**src/rtl/mrpc_pkg.sv**
```systemverilog
// Shared constants, operation codes, command struct and radix helper for the
// mixed-radix position counter. No dependencies.
package mrpc_pkg;

   // Array shape
   localparam int DIMS       = 4;
   localparam int COORD_BITS = 12;
   localparam int RADIX_BITS = COORD_BITS + 1;
   localparam int RADIX_MAX  = 1 << COORD_BITS;
   localparam int DIM_BITS   = (DIMS > 1) ? $clog2(DIMS) : 1;

   // Port field widths
   localparam int OP_BITS        = 3;
   localparam int SEL_BITS       = 2;
   localparam int VAL_BITS       = 12;
   localparam int IDX_BITS       = 48;
   localparam int PRE_BITS       = 3;
   localparam int OUT_DIMS       = 4;
   localparam int OUT_COORD_BITS = 12;
   localparam int CFG_BITS       = 13;
   localparam int CFG_REGS       = 4;
   localparam int CFG_IDX_BITS   = 2;

   // Index arithmetic: 48-bit accumulator split into two halves per multiply
   localparam int HALF_BITS = IDX_BITS / 2;
   localparam int PROD_BITS = HALF_BITS + RADIX_BITS;

   // Linear-index split: quotient bits retired per cycle
   localparam int DIV_BITS_PER_CYCLE = 8;
   localparam int DIV_CHUNKS         = IDX_BITS / DIV_BITS_PER_CYCLE;
   localparam int CHUNK_BITS         = (DIV_CHUNKS > 1) ? $clog2(DIV_CHUNKS) : 1;

   typedef enum logic [OP_BITS-1:0] {
      OP_INC   = 3'd0,
      OP_DEC   = 3'd1,
      OP_CLEAR = 3'd2,
      OP_LOAD  = 3'd3,
      OP_WRITE = 3'd4,
      OP_READ  = 3'd5
   } op_type;

   typedef struct packed {
      logic                capture;
      logic                update;
      logic                ripple;
      logic                div_step;
      logic                div_last;
      logic                mul;
      logic                add;
      logic                publish;
      logic [DIM_BITS-1:0] dim;
   } cmd_type;

   // Radix zero acts as one; anything above 2^COORD_BITS saturates there.
   function automatic logic [RADIX_BITS-1:0] eff_radix(input logic [CFG_BITS-1:0] raw);
      logic [RADIX_BITS-1:0] r;
      if (raw == '0) begin
         r = RADIX_BITS'(1);
      end else if (32'(raw) > RADIX_MAX) begin
         r = RADIX_BITS'(RADIX_MAX);
      end else begin
         r = RADIX_BITS'(raw);
      end
      return r;
   endfunction

endpackage

```
**src/rtl/mixed_radix_position_counter_unit.sv**
```systemverilog
// Clear, write and read take one update step, increment and decrement a carry ripple and
// a linear load a divide pass before the index accumulation. The next transaction can be
// accepted in the same cycle the result is shown. The divider retires 8 quotient bits a
// cycle and the index accumulators do a multiply step and an add step per dimension.
// Synchronous reset: coordinates to zero, every radix to one, both channels idle.
// Top level of the mixed-radix position counter; instantiates mrpc_ctrl and
// mrpc_datapath, uses mrpc_pkg.
module mixed_radix_position_counter_unit (
   input  logic                                  clock,
   input  logic                                  reset,
   // request channel
   input  logic                                  req_valid,
   output logic                                  req_stall,
   input  logic [mrpc_pkg::OP_BITS-1:0]          req_operation,
   input  logic [mrpc_pkg::SEL_BITS-1:0]         req_dim_select,
   input  logic [mrpc_pkg::VAL_BITS-1:0]         req_coord_value,
   input  logic [mrpc_pkg::IDX_BITS-1:0]         req_linear_value,
   input  logic [mrpc_pkg::PRE_BITS-1:0]         req_prefix_count,
   // response channel
   output logic                                  rsp_valid,
   input  logic                                  rsp_stall,
   output logic [mrpc_pkg::OUT_COORD_BITS-1:0]   rsp_coord_out0,
   output logic [mrpc_pkg::OUT_COORD_BITS-1:0]   rsp_coord_out1,
   output logic [mrpc_pkg::OUT_COORD_BITS-1:0]   rsp_coord_out2,
   output logic [mrpc_pkg::OUT_COORD_BITS-1:0]   rsp_coord_out3,
   output logic [mrpc_pkg::IDX_BITS-1:0]         rsp_linear_index,
   output logic [mrpc_pkg::IDX_BITS-1:0]         rsp_super_index,
   output logic [mrpc_pkg::OUT_DIMS-1:0]         rsp_at_last_mask,
   // radix registers
   input  logic                                  csr_wr_en,
   input  logic [mrpc_pkg::CFG_IDX_BITS-1:0]     csr_index,
   input  logic [mrpc_pkg::CFG_BITS-1:0]         csr_wr_data
);
   import mrpc_pkg::*;

   // Command bundle from the sequencer; dim selects the dimension being worked
   cmd_type cmd;

   // The sequencer owns both handshakes. A transaction is taken in idle,
   // then walks: an update step or a ripple / divide pass over the
   // dimensions, then a multiply-add pass that rebuilds both indexes.
   mrpc_ctrl u_ctrl (
      .clock         (clock),
      .reset         (reset),
      .req_valid     (req_valid),
      .req_operation (req_operation),
      .req_stall     (req_stall),
      .rsp_valid     (rsp_valid),
      .rsp_stall     (rsp_stall),
      .cmd           (cmd)
   );

   // Coordinates, radices, divider and index accumulators. The result
   // registers load only when the response slot is free, so a stalled
   // response holds its payload.
   mrpc_datapath u_datapath (
      .clock            (clock),
      .reset            (reset),
      .cmd              (cmd),
      .req_operation    (req_operation),
      .req_dim_select   (req_dim_select),
      .req_coord_value  (req_coord_value),
      .req_linear_value (req_linear_value),
      .req_prefix_count (req_prefix_count),
      .csr_wr_en        (csr_wr_en),
      .csr_index        (csr_index),
      .csr_wr_data      (csr_wr_data),
      .rsp_coord_out0   (rsp_coord_out0),
      .rsp_coord_out1   (rsp_coord_out1),
      .rsp_coord_out2   (rsp_coord_out2),
      .rsp_coord_out3   (rsp_coord_out3),
      .rsp_linear_index (rsp_linear_index),
      .rsp_super_index  (rsp_super_index),
      .rsp_at_last_mask (rsp_at_last_mask)
   );

endmodule

```
**src/rtl/mrpc_ctrl.sv**
```systemverilog
// Sequencer for the mixed-radix position counter: walks dimensions for
// carry ripple, radix division and index accumulation. Uses mrpc_pkg.
module mrpc_ctrl (
   input  logic                           clock,
   input  logic                           reset,
   input  logic                           req_valid,
   input  logic [mrpc_pkg::OP_BITS-1:0]   req_operation,
   output logic                           req_stall,
   output logic                           rsp_valid,
   input  logic                           rsp_stall,
   output mrpc_pkg::cmd_type              cmd
);
   import mrpc_pkg::*;

   typedef enum logic [2:0] {
      S_IDLE,
      S_UPDATE,
      S_RIPPLE,
      S_DIVIDE,
      S_MUL,
      S_ADD,
      S_PUBLISH
   } state_type;

   localparam logic [DIM_BITS-1:0]   DIM_LAST   = DIM_BITS'(DIMS - 1);
   localparam logic [CHUNK_BITS-1:0] CHUNK_LAST = CHUNK_BITS'(DIV_CHUNKS - 1);

   state_type             state_ff, state_in;
   logic [DIM_BITS-1:0]   dim_ff, dim_in;
   logic [CHUNK_BITS-1:0] chunk_ff, chunk_in;
   logic                  rsp_valid_ff, rsp_valid_in;

   always_comb begin
      state_in     = state_ff;
      dim_in       = dim_ff;
      chunk_in     = chunk_ff;
      rsp_valid_in = rsp_valid_ff;
      cmd          = '0;
      cmd.dim      = dim_ff;

      // drop the result once taken
      if (rsp_valid_ff && !rsp_stall) begin
         rsp_valid_in = 1'b0;
      end

      case (state_ff)
         S_IDLE: begin
            if (req_valid) begin
               cmd.capture = 1'b1;
               case (req_operation)
                  OP_INC, OP_DEC: begin
                     state_in = S_RIPPLE;
                     dim_in   = DIM_LAST;
                  end
                  OP_LOAD: begin
                     state_in = S_DIVIDE;
                     dim_in   = DIM_LAST;
                     chunk_in = '0;
                  end
                  default: begin
                     state_in = S_UPDATE;
                  end
               endcase
            end
         end
         S_UPDATE: begin
            cmd.update = 1'b1;
            state_in   = S_MUL;
            dim_in     = '0;
         end
         S_RIPPLE: begin
            cmd.ripple = 1'b1;
            if (dim_ff == '0) begin
               state_in = S_MUL;
            end else begin
               dim_in = dim_ff - 1'b1;
            end
         end
         S_DIVIDE: begin
            cmd.div_step = 1'b1;
            cmd.div_last = (chunk_ff == CHUNK_LAST);
            if (chunk_ff == CHUNK_LAST) begin
               chunk_in = '0;
               if (dim_ff == '0) begin
                  state_in = S_MUL;
               end else begin
                  dim_in = dim_ff - 1'b1;
               end
            end else begin
               chunk_in = chunk_ff + 1'b1;
            end
         end
         S_MUL: begin
            cmd.mul  = 1'b1;
            state_in = S_ADD;
         end
         S_ADD: begin
            cmd.add = 1'b1;
            if (dim_ff == DIM_LAST) begin
               state_in = S_PUBLISH;
            end else begin
               dim_in   = dim_ff + 1'b1;
               state_in = S_MUL;
            end
         end
         S_PUBLISH: begin
            // hold until the output register is free
            if (!rsp_valid_ff || !rsp_stall) begin
               cmd.publish  = 1'b1;
               rsp_valid_in = 1'b1;
               state_in     = S_IDLE;
            end
         end
         default: begin
            state_in = S_IDLE;
         end
      endcase
   end

   always_ff @(posedge clock) begin
      if (reset) begin
         state_ff     <= S_IDLE;
         dim_ff       <= '0;
         chunk_ff     <= '0;
         rsp_valid_ff <= 1'b0;
      end else begin
         state_ff     <= state_in;
         dim_ff       <= dim_in;
         chunk_ff     <= chunk_in;
         rsp_valid_ff <= rsp_valid_in;
      end
   end

   assign req_stall = reset || (state_ff != S_IDLE);
   assign rsp_valid = rsp_valid_ff;

endmodule

```
**src/rtl/mrpc_datapath.sv**
```systemverilog
// Datapath of the mixed-radix position counter: coordinates, radix registers,
// 8-bit-per-cycle divider, split-multiply index accumulators, result registers.
// Uses mrpc_pkg; driven by mrpc_ctrl commands.
module mrpc_datapath (
   input  logic                                  clock,
   input  logic                                  reset,
   input  mrpc_pkg::cmd_type                     cmd,
   input  logic [mrpc_pkg::OP_BITS-1:0]          req_operation,
   input  logic [mrpc_pkg::SEL_BITS-1:0]         req_dim_select,
   input  logic [mrpc_pkg::VAL_BITS-1:0]         req_coord_value,
   input  logic [mrpc_pkg::IDX_BITS-1:0]         req_linear_value,
   input  logic [mrpc_pkg::PRE_BITS-1:0]         req_prefix_count,
   input  logic                                  csr_wr_en,
   input  logic [mrpc_pkg::CFG_IDX_BITS-1:0]     csr_index,
   input  logic [mrpc_pkg::CFG_BITS-1:0]         csr_wr_data,
   output logic [mrpc_pkg::OUT_COORD_BITS-1:0]   rsp_coord_out0,
   output logic [mrpc_pkg::OUT_COORD_BITS-1:0]   rsp_coord_out1,
   output logic [mrpc_pkg::OUT_COORD_BITS-1:0]   rsp_coord_out2,
   output logic [mrpc_pkg::OUT_COORD_BITS-1:0]   rsp_coord_out3,
   output logic [mrpc_pkg::IDX_BITS-1:0]         rsp_linear_index,
   output logic [mrpc_pkg::IDX_BITS-1:0]         rsp_super_index,
   output logic [mrpc_pkg::OUT_DIMS-1:0]         rsp_at_last_mask
);
   import mrpc_pkg::*;

   // State and configuration
   logic [COORD_BITS-1:0] coord_ff [DIMS];
   logic [COORD_BITS-1:0] coord_in [DIMS];
   logic [CFG_BITS-1:0]   radix_ff [DIMS];

   // Captured transaction
   logic [OP_BITS-1:0]  op_ff;
   logic [SEL_BITS-1:0] sel_ff;
   logic [VAL_BITS-1:0] val_ff;
   logic [PRE_BITS-1:0] pre_ff;

   // Sequencing registers
   logic                  carry_ff, carry_in;
   logic [IDX_BITS-1:0]   quo_ff;
   logic [COORD_BITS-1:0] rem_ff;
   logic [IDX_BITS-1:0]   acc_lin_ff, acc_sup_ff;
   logic [PROD_BITS-1:0]  plo_lin_ff, plo_sup_ff;
   logic [HALF_BITS-1:0]  phi_lin_ff, phi_sup_ff;

   // Result registers
   logic [OUT_COORD_BITS-1:0] out_coord_ff [OUT_DIMS];
   logic [OUT_DIMS-1:0]       out_mask_ff;
   logic [IDX_BITS-1:0]       out_lin_ff, out_sup_ff;

   // Current-dimension view
   logic [COORD_BITS-1:0] cur_coord;
   logic [RADIX_BITS-1:0] cur_radix;
   logic [RADIX_BITS-1:0] inc_sum;
   logic [COORD_BITS-1:0] step_coord;

   // Divider chunk
   logic [COORD_BITS-1:0] div_rem;
   logic [IDX_BITS-1:0]   div_quo;
   logic [RADIX_BITS-1:0] div_trial;

   // Write clamp, per dimension
   logic [COORD_BITS-1:0] wr_lim [DIMS];

   // Multiplier and adder terms
   logic [PROD_BITS-1:0]  plo_lin, plo_sup, phi_lin_full, phi_sup_full;
   logic [IDX_BITS-1:0]   coord_term, sup_term;

   // Result formatting
   logic [OUT_COORD_BITS-1:0] pad_coord [OUT_DIMS];
   logic [OUT_DIMS-1:0]       pad_mask;

   assign cur_coord = coord_ff[cmd.dim];
   assign cur_radix = eff_radix(radix_ff[cmd.dim]);
   assign inc_sum   = {1'b0, cur_coord} + 1'b1;

   // Carry or borrow step on the current dimension
   always_comb begin
      carry_in   = carry_ff;
      step_coord = cur_coord;
      if (carry_ff) begin
         if (op_ff == OP_INC) begin
            carry_in   = (inc_sum >= cur_radix);
            step_coord = (inc_sum >= cur_radix) ? '0 : inc_sum[COORD_BITS-1:0];
         end else begin
            carry_in   = (cur_coord == '0);
            step_coord = (cur_coord == '0) ? COORD_BITS'(cur_radix - 1'b1)
                                           : cur_coord - 1'b1;
         end
      end
   end

   // Restoring division, DIV_BITS_PER_CYCLE quotient bits per cycle
   always_comb begin
      div_rem   = rem_ff;
      div_quo   = quo_ff;
      div_trial = '0;
      for (int i = 0; i < DIV_BITS_PER_CYCLE; i++) begin
         div_trial = {div_rem, div_quo[IDX_BITS-1]};
         div_quo   = {div_quo[IDX_BITS-2:0], 1'b0};
         if (div_trial >= cur_radix) begin
            div_rem    = COORD_BITS'(div_trial - cur_radix);
            div_quo[0] = 1'b1;
         end else begin
            div_rem = div_trial[COORD_BITS-1:0];
         end
      end
   end

   always_comb begin
      for (int d = 0; d < DIMS; d++) begin
         wr_lim[d] = COORD_BITS'(eff_radix(radix_ff[d]) - 1'b1);
      end
   end

   // Next coordinates
   always_comb begin
      for (int d = 0; d < DIMS; d++) begin
         coord_in[d] = coord_ff[d];
         if (cmd.update) begin
            if (op_ff == OP_CLEAR) begin
               coord_in[d] = '0;
            end else if (op_ff == OP_WRITE && 32'(sel_ff) == d) begin
               coord_in[d] = (32'(val_ff) > 32'(wr_lim[d])) ? wr_lim[d]
                                                            : COORD_BITS'(val_ff);
            end
         end
         if (cmd.ripple && 32'(cmd.dim) == d) begin
            coord_in[d] = step_coord;
         end
         if (cmd.div_last && 32'(cmd.dim) == d) begin
            coord_in[d] = div_rem;
         end
      end
   end

   // Horner step: acc * radix split into two half-width products
   assign plo_lin      = PROD_BITS'(acc_lin_ff[HALF_BITS-1:0]) * PROD_BITS'(cur_radix);
   assign plo_sup      = PROD_BITS'(acc_sup_ff[HALF_BITS-1:0]) * PROD_BITS'(cur_radix);
   assign phi_lin_full = PROD_BITS'(acc_lin_ff[IDX_BITS-1:HALF_BITS]) * PROD_BITS'(cur_radix);
   assign phi_sup_full = PROD_BITS'(acc_sup_ff[IDX_BITS-1:HALF_BITS]) * PROD_BITS'(cur_radix);
   assign coord_term   = IDX_BITS'(cur_coord);
   assign sup_term     = (32'(pre_ff) > 32'(cmd.dim)) ? coord_term : '0;

   // Result formatting; absent dimensions read as zero
   always_comb begin
      for (int k = 0; k < OUT_DIMS; k++) begin
         pad_coord[k] = '0;
         pad_mask[k]  = 1'b0;
      end
      for (int d = 0; d < DIMS; d++) begin
         if (d < OUT_DIMS) begin
            pad_coord[d] = OUT_COORD_BITS'(coord_ff[d]);
            pad_mask[d]  = ({1'b0, coord_ff[d]} == eff_radix(radix_ff[d]) - 1'b1);
         end
      end
   end

   always_ff @(posedge clock) begin
      if (reset) begin
         for (int d = 0; d < DIMS; d++) begin
            coord_ff[d] <= '0;
            radix_ff[d] <= CFG_BITS'(1);
         end
      end else begin
         for (int d = 0; d < DIMS; d++) begin
            coord_ff[d] <= coord_in[d];
            if (csr_wr_en && 32'(csr_index) == d && d < CFG_REGS) begin
               radix_ff[d] <= csr_wr_data;
            end
         end
      end
   end

   always_ff @(posedge clock) begin
      if (cmd.capture) begin
         op_ff      <= req_operation;
         sel_ff     <= req_dim_select;
         val_ff     <= req_coord_value;
         pre_ff     <= req_prefix_count;
         quo_ff     <= req_linear_value;
         rem_ff     <= '0;
         carry_ff   <= 1'b1;
         acc_lin_ff <= '0;
         acc_sup_ff <= '0;
      end else begin
         if (cmd.ripple) begin
            carry_ff <= carry_in;
         end
         if (cmd.div_step) begin
            quo_ff <= div_quo;
            rem_ff <= cmd.div_last ? '0 : div_rem;
         end
         if (cmd.mul) begin
            plo_lin_ff <= plo_lin;
            plo_sup_ff <= plo_sup;
            phi_lin_ff <= phi_lin_full[HALF_BITS-1:0];
            phi_sup_ff <= phi_sup_full[HALF_BITS-1:0];
         end
         if (cmd.add) begin
            acc_lin_ff <= IDX_BITS'(plo_lin_ff) + {phi_lin_ff, HALF_BITS'(0)} + coord_term;
            acc_sup_ff <= IDX_BITS'(plo_sup_ff) + {phi_sup_ff, HALF_BITS'(0)} + sup_term;
         end
      end
      if (cmd.publish) begin
         for (int k = 0; k < OUT_DIMS; k++) begin
            out_coord_ff[k] <= pad_coord[k];
         end
         out_mask_ff <= pad_mask;
         out_lin_ff  <= acc_lin_ff;
         out_sup_ff  <= acc_sup_ff;
      end
   end

   assign rsp_coord_out0   = out_coord_ff[0];
   assign rsp_coord_out1   = out_coord_ff[1];
   assign rsp_coord_out2   = out_coord_ff[2];
   assign rsp_coord_out3   = out_coord_ff[3];
   assign rsp_linear_index = out_lin_ff;
   assign rsp_super_index  = out_sup_ff;
   assign rsp_at_last_mask = out_mask_ff;

endmodule

```
**config.mk**
```make
export PLATFORM = sky130hd
export DESIGN_NAME = mixed_radix_position_counter_unit
export DESIGN_NICKNAME = d
export VERILOG_FILES = /design/src/rtl/mrpc_pkg.sv /design/src/rtl/mixed_radix_position_counter_unit.sv /design/src/rtl/mrpc_ctrl.sv /design/src/rtl/mrpc_datapath.sv
export SDC_FILE = /design/constraint.sdc
export NUM_CORES = 2
export LEC_CHECK = 0
export ABC_AREA = 1
export BUFFER_PORTS_ARGS = -buffer_cell sky130_fd_sc_hd__clkbuf_2
export CAP_MARGIN = 20
export CORE_MARGIN = 1.5
export CORE_UTILIZATION = 39
export DETAILED_ROUTE_END_ITERATION = 10
export PLACE_DENSITY = 0.63
export SLEW_MARGIN = 15
export SYNTH_ARGS = -nofsm -noshare
export SYNTH_HDL_FRONTEND = slang
export SYNTH_HIERARCHICAL = 1
export SYNTH_SLANG_ARGS = --single-unit
```
**constraint.sdc**
```tcl
create_clock -name clock -period 22.3 [get_ports clock]
set_input_delay 4.46 -clock clock [delete_from_list [all_inputs] [get_ports clock]]
set_output_delay 4.46 -clock clock [all_outputs]
set_load 0.05 [all_outputs]
```
# [Yosys cells after proc, flatten, opt, wreduce, memory -nomap -nowiden]
# Memories as Yosys holds them, arrays and structs flattened. A register that Yosys moved wholly into a read port is not among the register bits.
# Cells that the tools add are included.
[word_totals] mem_bits_rw=148 memories=3 inputBits=88 wordCells=268 output_inout_bits=150 regBits=408
[op_classes] order_cmp=19 eq_ne=30 addsub=22 n_reduce_logical=43 n_bitwise=9 n_mul=4 muxes=118
[memory_table] name="u_datapath.radix_ff" words=4 word_bits=13 read_ports=5 rd_ports_with_merged_regs=1 write_ports=4 line="mrpc_datapath.sv:29" source="logic [CFG_BITS-1:0] radix_ff [DIMS];"
[memory_table] name="u_datapath.coord_ff" words=4 word_bits=12 read_ports=5 rd_ports_with_merged_regs=1 write_ports=4 line="mrpc_datapath.sv:27" source="logic [COORD_BITS-1:0] coord_ff [DIMS];"
[memory_table] name="u_datapath.out_coord_ff" words=4 word_bits=12 read_ports=4 rd_ports_with_merged_regs=0 write_ports=4 line="mrpc_datapath.sv:46" source="logic [OUT_COORD_BITS-1:0] out_coord_ff [OUT_DIMS];"
[op_table] cell="$mux W12" n=42
[op_table] cell="$mux W13" n=14
[op_table] cell="$ge A13 B13 Y1" n=9
[op_table] cell="$add A37 B48 Y48" n=2
[op_table] cell="$mux W48" n=2
[op_table] cell="$sub A12 B12 Y12" n=8
[op_table] cell="$mul A24 B13 Y37" n=2
[op_table] cell="$gt A13 B13 Y1 const B" n=5
[op_table] cell="$logic_not A13 Y1" n=5
[op_table] cell="$eq A12 B13 Y1" n=4
[op_table] cell="$sub A13 B1 Y13 const B" n=4
[op_table] cell="$add A48 B12 Y48" n=1
[op_table] cell="$add A48 B48 Y48" n=1
[op_table] cell="$gt A12 B12 Y1" n=4
[op_table] cell="$mul A24 B13 Y24" n=2
[op_table] cell="$mux W1" n=38
[op_table] cell="$sub A12 B1 Y12 const B" n=2
[op_table] cell="$mux W2" n=11
[op_table] cell="$mux W3" n=7
[op_table] cell="$pmux W3 S7" n=1
[op_table] cell="$logic_and A1 B1 Y1" n=17
[op_table] cell="$eq A3 B3 Y1 const B" n=5
[op_table] cell="$add A12 B1 Y13 const B" n=1
[op_table] cell="$eq A2 B2 Y1 const B" n=6
[op_table] cell="other kinds (27)" n=52

# [Longest topological paths before layout]
[logic_depth] ltp_word=21 ltp_mapped=108 ltp_nobuf=104

# [Cells and area by module]
# The synthesis kept the hierarchy.
[by_module_without_submodules] mod="mrpc_datapath" area_each_um2=65579.1 cells_each=8152 seq_area_each_um2=14854.2 instances=1
[by_module_without_submodules] mod="mrpc_ctrl" area_each_um2=590.6 cells_each=106 seq_area_each_um2=180.2 instances=1

# [Worst setup path after synthesis]
# Ideal clock, no wire load.
[synth_path] path_kind="register -> register" from="reg u_ctrl.dim_ff[0]" to="mem u_datapath.coord_ff[1][11]" path_stages_with_launch=99 synth_period_minus_slack_ns=14.361 path_slack_ns=7.939 setup_time_ns=0.111 arrival_ns=14.251 path_buffers=8 required_ns=22.189 path_cell_list="dfxtp_1 -> buf_6 -> buf_4 -> nand3_1 -> nand2_1 -> nor2_1 -> nand2_1 -> nor2_1 -> nand3_2 -> nand2_4 -> nand2_2 -> buf_2 -> buf_1 -> ha_1 -> nand2_1 -> inv_1 -> nand2_1 -> nand2_1 -> [... 63 more ...] -> o21ai_0 -> ha_1 -> nand2_1 -> nand2_1 -> a21oi_1 -> o21ai_0 -> a31oi_1 -> o21ai_0 -> nand2_1 -> nand2_1 -> a21oi_1 -> or2_2 -> nand3_1 -> nand2_1 -> nand2_1 -> nand3_1 -> nand2_1 -> inv_1"
[synth_rtl] element="start, declared" line="mrpc_ctrl.sv:29" source="logic [DIM_BITS-1:0] dim_ff, dim_in;"
[synth_rtl] element="start signal, assigned" line="mrpc_ctrl.sv:128" source="dim_ff <= dim_in;"
[synth_rtl] element="end, declared" line="mrpc_datapath.sv:27"

==> flow_metrics.tcl <==
set metrics [dict create \
    yosysTopAreaCell "fa_1" \
    port_buffers 237 \
    syn2layout_area_growth_pct 8.86 \
    drive_gt1_share_pct 6.25 \
    synth-seq-cells 556 \
    antenna_found_initial 3 \
    hold_viol 0 \
    die_w_um 415 \
    slowest_delay_ns 0.65 \
    cts_buffers 72 \
    crit_start "u_ctrl/dim_ff[0]" \
    finalCritPeriodShare_pct 90.8 \
    antenna_left 0 \
    num-fill-cells 16800 \
    viasPerCell 5.39 \
    routabilityCongestion 1.01 \
    ys_seq_area_share_pct 22.7 \
    cp_slowest_cell "o21ai_0" \
    syn-num-nets 9656 \
    yosys_warnings 6 \
    synth.most_common_cell "nand2_1" \
    dieArea_um2 172000 \
    worst-setup-path-type "reg -> reg" \
    vias 57200 \
    drc_errors 0 \
    grt_max_degree 83 \
    ioPinCount 238 \
    path_clk_slew_ns 0.06 \
    crit_arrival_ns 20.80 \
    placed_cell_area_um2 69600 \
    die_h_um 415 \
    synth_common_cells "nand2_1 (1880), inv_1 (1445), fa_1 (832)" \
    wirelength_um 232000 \
    placementRows 150 \
    tns_ns 0 \
    layout.nets 9751 \
    cts_buffer_depth 3 \
    cp.buffers_inverters 14 \
    route.met3.wl_um 17300 \
    synth.avg_cell_area_um2 8.01 \
    max_slew.worst_pin.slew_ns 1.16 \
    synth.area.top_cells "fa_1 (25%), edfxtp_1 (18%), nand2_1 (11%), ha_1 (9.0%), inv_1 (8.2%)" \
    required_ns 22.86 \
    route.met2.wl_um 108000 \
    synth-async-reset-ratio_pct 0 \
    cts_setup_buffers 0 \
    wire_per_inst_um 21.8 \
    status "complete, no violations" \
    drt_iter0_drc 4995 \
    ys.flop_type "edfxtp_1" \
    cts_tree "yes" \
    synth_cells 8258 \
    slew_violations 0 \
    synth.top_cell.area_share_pct 25.2 \
    track_usage_pct 26.7 \
    fin_area_um2 72000 \
    reg2reg_from "u_ctrl/dim_ff[0]" \
    route.top_layer_used "met5" \
    start_kind "register" \
    cts-htree-levels 3 \
    fin_skew_ns 0.0398 \
    fmax_ghz 0.0494 \
    cp_top_family "simple AND/OR/NAND/NOR gates" \
    crit_path_end_kind "register" \
    min_from "u_ctrl/chunk_ff[2]" \
    setup_viol 0 \
    hold_class "reg -> reg" \
    fin_crit_ns 20.24 \
    start_util_pct 39.4 \
    cts.sinks 556 \
    yosysUniqueCellTypes 60 \
    root_buffer "clkbuf_16" \
    met1_length_um 96900 \
    dr.pass1.iters 8 \
    grt_pass1_wl_um 352000 \
    netlist_area_um2 66200 \
    slew_headroom_pct 22.1 \
    grt-ovfl-total 0 \
    maxCapViolations 0 \
    clkLatencyLatePin_ns 0.71 \
    grt_pass1_vias 57800 \
    core_um2 168000 \
    dp_hpwl_um 178000 \
    crit_fanout 37 \
    rsz0062_at_grt "no" \
    synth_edf_count 390 \
]
==> path summary, 6_finish.rpt <==
kind,cells past startpoint,to,slack (ns)
max,85,u_datapath/coord_ff[1][1],2.06
max reg2reg,85,u_datapath/coord_ff[1][1],2.06
min,2,u_ctrl/chunk_ff[2],0.48
min reg2reg,2,u_ctrl/chunk_ff[2],0.48
==> through the flow <==
stage | utilization [%] | cells | hold WS, ns | worst slack [ns]
finish | 42.9 | 10600 | 0.480 | 2.06
global route | 42.9 | 10600 | 0.488 | 0.137
CTS | 42.9 | 10600 | 0.485 | 1.85
detailed placement | 41.5 | 10500 | 0.461 | 1.92
global placement | 41.5 | 10500 | 0.457 | 1.73
floorplan | - | 8258 | 0.406 | 7.94
==> placed cells by master (no fill, tap or decap), types with 10 or more instances in the layout <==
cell type	count
clkbuf_2	237
nor3_1	43
buf_4	63
o21bai_1	17
clkbuf_16	73
nand4_1	67
a21o_1	12
nor2_1	805
clkinv_1	12
nor2_2	11
o21ai_0	312
a31oi_1	37
xor2_1	210
fa_1	832
o211ai_1	53
clkinvlp_4	10
edfxtp_1	390
nand3_1	354
inv_1	1440
or2_2	34
nand2_1	1876
clkinv_4	10
a21boi_0	13
nor4_1	23
o21ai_1	19
o221ai_1	11
clkinv_2	10
dfxtp_1	166
clkbuf_1	10
nand3b_1	10
xnor2_1	113
nand2_2	15
o21a_1	12
ha_1	478
inv_2	14
a21oi_1	510
==> sequential cells by signal, indices dropped and copies added (netlist names), 2 cells and up <==
name,flops
u_ctrl/chunk_ff,3
u_ctrl/dim_ff,2
u_ctrl/state_ff,3
u_datapath/acc_lin_ff,48
u_datapath/acc_sup_ff,48
u_datapath/coord_ff,48
u_datapath/op_ff,3
u_datapath/out_coord_ff,48
u_datapath/phi_lin_ff,24
u_datapath/phi_sup_ff,24
u_datapath/plo_lin_ff,37
u_datapath/plo_sup_ff,37
u_datapath/pre_ff,3
u_datapath/quo_ff,48
u_datapath/radix_ff,52
u_datapath/rem_ff,12
u_datapath/rsp_at_last_mask,4
u_datapath/rsp_linear_index,48
u_datapath/rsp_super_index,48
u_datapath/sel_ff,2
u_datapath/val_ff,12
==> cells by family after synthesis <==
kind of cell | Yosys count | share of synthesized area, %
xor+xnor | 323 | 4.28
simple gates | 3273 | 20.1
fa+ha+maj | 1310 | 34.2
buf+inv | 1750 | 10.0
flops | 556 | 22.7
compound gates | 1046 | 8.67
==> metal layers <==
layer  track usage [%]  up-vias
met1              35.0    28300
li1                  -    26200
met2              43.7     2349
met3              4.51      454
met5                 0        -
met4              10.6        4
==> worst register-to-register path: cells and delay by family, from the launching register on <==
| kind | cells | cell delay, ns |
|---|---|---|
| AND/OR/NAND/NOR | 36 | 6.89 |
| XOR/XNOR | 1 | 0.15 |
| flip-flops | 1 | 0.31 |
| AO/OA/AOI/OAI | 25 | 5.69 |
| buffers and inverters | 14 | 4.10 |
| adder cells (fa/ha/maj) | 9 | 2.99 |
==> what timing repair did <==
action                                  CTS  global route
endpoints found under the setup margin    0            57
hold buffers                              0             0
resized for setup                         0             8
==> final cells by class <==
type / instances / area (um^2) / area share, %
antenna: 5 / 12.5 / 0.0174
clock buffer: 88 / 1930 / 2.68
clock inverter: 45 / 468 / 0.650
inverter: 1469 / 5530 / 7.67
multi-input combinational: 5952 / 44600 / 61.9
sequential: 556 / 15000 / 20.9
tap: 2204 / 2760 / 3.83
timing repair buffer: 302 / 1700 / 2.36
Power is not shown: default switching activity piles up to over one toggle a cycle in this logic, so the estimate is an artifact.
